==> src/fegu_pkg.sv <==
// Package for the fast exp / gauss unit: operation codes, float constants,
// the operand class struct and small helper functions. No dependencies.
`timescale 1ns / 1ps
`default_nettype none

package fegu_pkg;

  typedef enum logic [1:0] {
    CMD_EXP    = 2'd0,
    CMD_GAUSS  = 2'd1,
    CMD_DGAUSS = 2'd2
  } fegu_cmd_t;

  localparam logic [31:0] ONE_BITS   = 32'h3F80_0000;
  localparam logic [31:0] SCALE_BITS = 32'h4B38_AA3B;  // 12102203.0
  localparam logic [31:0] EXP_BIAS   = 32'h3F80_0000;  // 127 << 23
  localparam logic [31:0] QNAN_BITS  = 32'h7FC0_0000;

  localparam logic [10:0] CORR_K1 = 11'd1277;
  localparam logic [14:0] CORR_K2 = 15'd14825;
  localparam logic signed [17:0] CORR_K3 = 18'sd79749;
  localparam logic signed [24:0] CORR_K4 = 25'sd626;

  typedef struct packed {
    logic sign;
    logic nan;
    logic inf;
    logic zero;
  } fegu_cls_t;

  // Leading zero count of a 24-bit mantissa.
  function automatic logic [4:0] lzc24(input logic [23:0] v);
    logic [4:0] lz;
    lz = 5'd0;
    for (int i = 0; i < 24; i++) begin
      if (v[i]) lz = 5'(23 - i);
    end
    return lz;
  endfunction

  // Exact -2*x on a single-precision pattern (overflow goes to infinity).
  function automatic logic [31:0] neg2x(input logic [31:0] x);
    logic [31:0] s;
    if (x[30:23] == 8'hFF) begin
      s = {~x[31], x[30:0]};
    end else if (x[30:23] == 8'h00) begin
      s = {~x[31], x[29:0], 1'b0};
    end else if (x[30:23] == 8'hFE) begin
      s = {~x[31], 8'hFF, 23'd0};
    end else begin
      s = {~x[31], x[30:23] + 8'd1, x[22:0]};
    end
    return s;
  endfunction

endpackage

`default_nettype wire

==> src/fegu_fmul.sv <==
// Three-stage single-precision multiplier, round to nearest even, with
// subnormals. Uses fegu_pkg for the class struct and helpers.
`timescale 1ns / 1ps
`default_nettype none

module fegu_fmul import fegu_pkg::*; (
  input  wire logic        clk,
  input  wire logic        en,
  input  wire logic [31:0] a,
  input  wire logic [31:0] b,
  output logic      [31:0] y
);

  // Unpack stage.
  fegu_cls_t               cls_u, cls_u_next;
  logic [23:0]             ma_u, mb_u, ma_next, mb_next;
  logic signed [10:0]      e_u, e_u_next;

  // Product stage.
  fegu_cls_t               cls_p;
  logic [47:0]             prod;
  logic signed [10:0]      e_p;

  always_comb begin
    logic a_nan, a_inf, a_zero, b_nan, b_inf, b_zero;
    logic [23:0] mant_a, mant_b;
    logic [4:0]  lza, lzb;
    logic signed [9:0] xa, xb;
    a_nan  = (a[30:23] == 8'hFF) && (a[22:0] != 23'd0);
    a_inf  = (a[30:23] == 8'hFF) && (a[22:0] == 23'd0);
    a_zero = (a[30:0] == 31'd0);
    b_nan  = (b[30:23] == 8'hFF) && (b[22:0] != 23'd0);
    b_inf  = (b[30:23] == 8'hFF) && (b[22:0] == 23'd0);
    b_zero = (b[30:0] == 31'd0);
    mant_a = {a[30:23] != 8'd0, a[22:0]};
    mant_b = {b[30:23] != 8'd0, b[22:0]};
    lza = lzc24(mant_a);
    lzb = lzc24(mant_b);
    ma_next = mant_a << lza;
    mb_next = mant_b << lzb;
    xa = ((a[30:23] == 8'd0) ? 10'sd1 : $signed({2'b00, a[30:23]})) - $signed({5'd0, lza});
    xb = ((b[30:23] == 8'd0) ? 10'sd1 : $signed({2'b00, b[30:23]})) - $signed({5'd0, lzb});
    e_u_next = 11'(xa) + 11'(xb) - 11'sd127;
    cls_u_next.sign = a[31] ^ b[31];
    cls_u_next.nan  = a_nan | b_nan | (a_inf & b_zero) | (a_zero & b_inf);
    cls_u_next.inf  = (a_inf | b_inf) & ~cls_u_next.nan;
    cls_u_next.zero = (a_zero | b_zero) & ~cls_u_next.nan & ~cls_u_next.inf;
  end

  always_ff @(posedge clk) begin
    if (en) begin
      cls_u <= cls_u_next;
      ma_u  <= ma_next;
      mb_u  <= mb_next;
      e_u   <= e_u_next;
      cls_p <= cls_u;
      prod  <= ma_u * mb_u;
      e_p   <= e_u;
    end
  end

  // Normalize, shift into the subnormal range if needed, round and pack.
  logic [31:0] y_next;

  always_comb begin
    logic [47:0]        nm, shifted, mask;
    logic signed [10:0] er, dif;
    logic [5:0]         sh;
    logic               lost, gb, st, rnd, ovf;
    logic [23:0]        kept;
    logic [7:0]         ef;
    logic [30:0]        mag;
    if (prod[47]) begin
      nm = prod;
      er = e_p + 11'sd1;
    end else begin
      nm = prod << 1;
      er = e_p;
    end
    ovf = (er >= 11'sd255);
    dif = 11'sd1 - er;
    if (er >= 11'sd1) begin
      sh = 6'd0;
    end else if (dif > 11'sd48) begin
      sh = 6'd48;
    end else begin
      sh = dif[5:0];
    end
    shifted = nm >> sh;
    mask    = ~({48{1'b1}} << sh);
    lost    = |(nm & mask);
    kept    = shifted[47:24];
    gb      = shifted[23];
    st      = (|shifted[22:0]) | lost;
    rnd     = gb & (st | kept[0]);
    ef      = (er < 11'sd1) ? 8'd0 : er[7:0];
    mag     = {ef, kept[22:0]} + {30'd0, rnd};
    if (cls_p.nan) begin
      y_next = QNAN_BITS;
    end else if (cls_p.inf || (ovf && !cls_p.zero)) begin
      y_next = {cls_p.sign, 8'hFF, 23'd0};
    end else if (cls_p.zero) begin
      y_next = {cls_p.sign, 31'd0};
    end else begin
      y_next = {cls_p.sign, mag};
    end
  end

  always_ff @(posedge clk) begin
    if (en) begin
      y <= y_next;
    end
  end

endmodule

`default_nettype wire

==> config.mk <==
export PLATFORM = sky130hd
export DESIGN_NAME = fegu_fmul
export DESIGN_NICKNAME = d
export VERILOG_FILES = /design/src/fegu_pkg.sv /design/src/fegu_fmul.sv
export SDC_FILE = /design/constraint.sdc
export NUM_CORES = 2
export LEC_CHECK = 0
export BUFFER_PORTS_ARGS = -buffer_cell sky130_fd_sc_hd__buf_2
export CORE_MARGIN = 10
export CORE_UTILIZATION = 44
export DETAILED_ROUTE_END_ITERATION = 10
export SKIP_LAST_GASP = 1
export SLEW_MARGIN = 20
export SYNTH_ARGS = -nofsm -noshare
export SYNTH_HDL_FRONTEND = slang
export SYNTH_SLANG_ARGS = --single-unit
==> constraint.sdc <==
create_clock -name clk -period 13.4 [get_ports clk]
set_input_delay 1.34 -clock clk [delete_from_list [all_inputs] [get_ports clk]]
set_output_delay 1.34 -clock clk [all_outputs]
set_load 0.02 [all_outputs]
==> parameters.txt <==
Parameter                              Value

Yosys
  Commonest cells in the synthesized netlist ... inv_1 (525), nand2_1 (495), fa_1 (483), and2_1 (229), ha_1 (201)
  Synthesized netlist cell count ... 3634
  Number of enable-type register cells in the synthesized netlist ... 158
  Most common cell in the netlist ... inv_1
  Register area share after synthesis ... 14.64%
  Warnings, synthesis ... 0
  Top cells by area, synth ... fa_1 (30%), edfxtp_1 (15%), ha_1 (7.8%)
  Synth cell types ... 110
  Synth Net Count ... 4384
  Cell type contributing the most total cell area after synthesis ... fa_1
  Total standard cell area after synthesis ... 32410 sq um
  Asr flop ratio synth ... 0%
  Most used DFF post-synth ... edfxtp_1
  Post-synthesis register bit count ... 158
  Fraction of post-synthesis cell area in the top cell type by area ... 29.83%
  Syn Area/Cell ... 8.920 sq um

Timing
  Final period util ... 69.75%
  Worst rel slew slack ... 20.90%
  Achievable Freq ... 107.0 MHz
  Pins over their slew limit ... 0
  Setup repair after global routing missed its margin ... no
  Worst-margin pin slew ... 1.183 ns
  Final Hold Violating Endpoints ... 0
  Final-layout setup total negative slack ... 0 ns
  Final number of setup-violating endpoints ... 0
  Clk_skew ... 0.01389 ns
  Time the final worst path needs with I/O delays and setup ... 9.347 ns

Floorplan
  Die Width ... 291.4 um
  Core Region ... 72960 sq um
  Die Footprint ... 84930 sq um
  Row count ... 99
  Starting Density ... 44.43%
  Die Y ... 291.4 um
  Top-Level Pins ... 98

Clock tree
  Number of instances resized during post-cts repair ... 0
  TritonCTS clock tree ... built
  Clock transition at path regs ... 0.08 ns
  Postcts setup bufs ... 0
  Clock root buffer ... clkbuf_16
  H-tree levels ... 4
  Hold buffer count at CTS ... 0
  Later-pin clock latency in the skew report ... 0.49 ns
  Cts bufs inserted ... 17
  Buffer depth of the longest clock path ... 2
  Number of sinks on the clock net ... 158

Global route
  Via count of the first global-routing pass ... 27096
  Global route overflow ... 0
  Global-route total usage across every layer ... 22.49%
  Largest net degree at the start of global routing ... 97
  Number of antenna violations at the first check in global routing ... 3
  Global-route wire length before repair ... 153500 um

Worst setup path
  Crit path max fanout ... 24
  Critical path data required time ... 13.65 ns
  Arrival time at the worst endpoint ... 9.59 ns
  Most repeated library cell on the critical path ... fa_1
  Delay of the slowest cell on the worst path ... 1.04 ns
  Critical path buffers and inverters ... 5
  Setup crit end kind ... register
  Worst setup path category ... register to register
  Worst-path cell with the longest stage delay ... edfxtp_1
  Family with the most delay on the worst path ... adder cells
  Worst reg2reg endpoint ... prod[46]
  Startpoint types ... register
  Worst reg-to-reg setup slack ... 4.05 ns
  Cells on worst reg2reg path ... 28
  Launching point of the worst reg2reg path ... ma_u[7]

Route
  First-pass detailed-route iteration total ... 6
  Via density per instance ... 5.783
  Starting DRC count in detailed routing ... 2502
  Detailed-route DRC error count ... 0
  Count of antenna-violating nets left after detailed routing ... 0
  Length of routed wiring on met1 ... 40890 um
  Metal2 WL ... 45550 um
  Vias after detailed routing ... 26470
  Total Wirelength ... 95900 um
  Average detailed-routed wire length per instance ... 20.95 um
  Detail Route met3 WL ... 7057 um
  Top layer used by detailed routing ... met4

Placed design
  DP HPWL ... 73830 um
  # port buffers ... 97
  Final estimated routing congestion in global placement ... 0.9285

Worst hold path
  End point of the most critical hold path ... e_p[2]
  Hold path depth ... 0
  HP Start ... e_u[2]
  Min-delay worst type ... register to register

Finish
  Number of antenna repair diodes ... 0
  Relative area change from synthesis to final layout ... 6.022%
  Ratio of cells with drive above 1 in the final layout ... 7.822%
  Layout Utilization ... 47.10%
  Final layout net count ... 4355

Outcome
  Outcome ... completed

Run
  # Max-Cap Violations ... 0
==> sequential cells by signal (all words and copies together) (netlist names) <==
signal / cells
cls_u: 4
cls_p: 4
mb_u: 24
ma_u: 24
prod: 48
e_p: 11
e_u: 11
y: 32
==> worst max path at each step <==
stage	slack [ns]	from	to	depth (start not counted)
3_5_place_dp	4.06	ma_u[8]	prod[46]	28
2_1_floorplan	5.38	ma_u[16]	prod[46]	29
4_1_cts	4.03	ma_u[7]	prod[46]	28
3_3_place_gp	4.09	ma_u[7]	prod[46]	28
5_1_grt	3.47	ma_u[7]	prod[46]	28
6_report	4.05	ma_u[7]	prod[46]	28
==> layout make-up <==
cell class,count,area (sq um)
Multi-Input combinational cell,2743,24890
Clock buffer,17,425.4
Inverter,529,1986
Timing Repair Buffer,156,934.6
Fill cell,7077,38590
Tap cell,959,1200
Sequential cell,158,4745
Clock inverter,15,187.7
==> logic make-up after synthesis <==
group           after synthesis  synth area share, %
buf+inv                     733                8.747
compound gates              597                12.93
fa+ha+maj                   684                37.59
mux                         138                4.929
simple gates               1237                18.81
xor+xnor                     86                2.347
other cells                   1              0.01157
flops                       158                14.64
==> per-stage QoR <==
step | area (sq um) | cells | hold slack, ns | setup slack [ns]
3_3_place_gp | 33740 | 4545 | 0.4021 | 4.094
5_1_grt | 34370 | 4577 | 0.4211 | 3.467
3_5_place_dp | 33740 | 4545 | 0.4045 | 4.056
6_report | 34370 | 4577 | 0.4158 | 4.053
4_1_cts | 34360 | 4577 | 0.4146 | 4.026
2_1_floorplan | 32410 | 3634 | 0.4003 | 5.379
==> cells in the final DEF (no fill, tap or decap), types with 61 or more instances in the layout <==
| cell type | count |
|---|---|
| a21oi_1 | 135 |
| and2_1 | 229 |
| buf_2 | 96 |
| edfxtp_1 | 158 |
| fa_1 | 483 |
| ha_1 | 201 |
| inv_1 | 525 |
| mux2i_1 | 103 |
| nand2_1 | 495 |
| nor2_1 | 179 |
| nor3_1 | 68 |
| o21ai_0 | 83 |
| xnor2_1 | 61 |
==> per-layer routing <==
| layer | vias up | track usage [%] |
|---|---|---|
| met1 | 13185 | 30.49 |
| met5 | - | 0 |
| met2 | 1056 | 36.83 |
| met4 | 0 | 6.331 |
| li1 | 12084 | - |
| met3 | 145 | 3.409 |
Power is left out: the tool's default activity adds up to more than one toggle a clock period on the data nets, which glitch-free logic cannot reach.
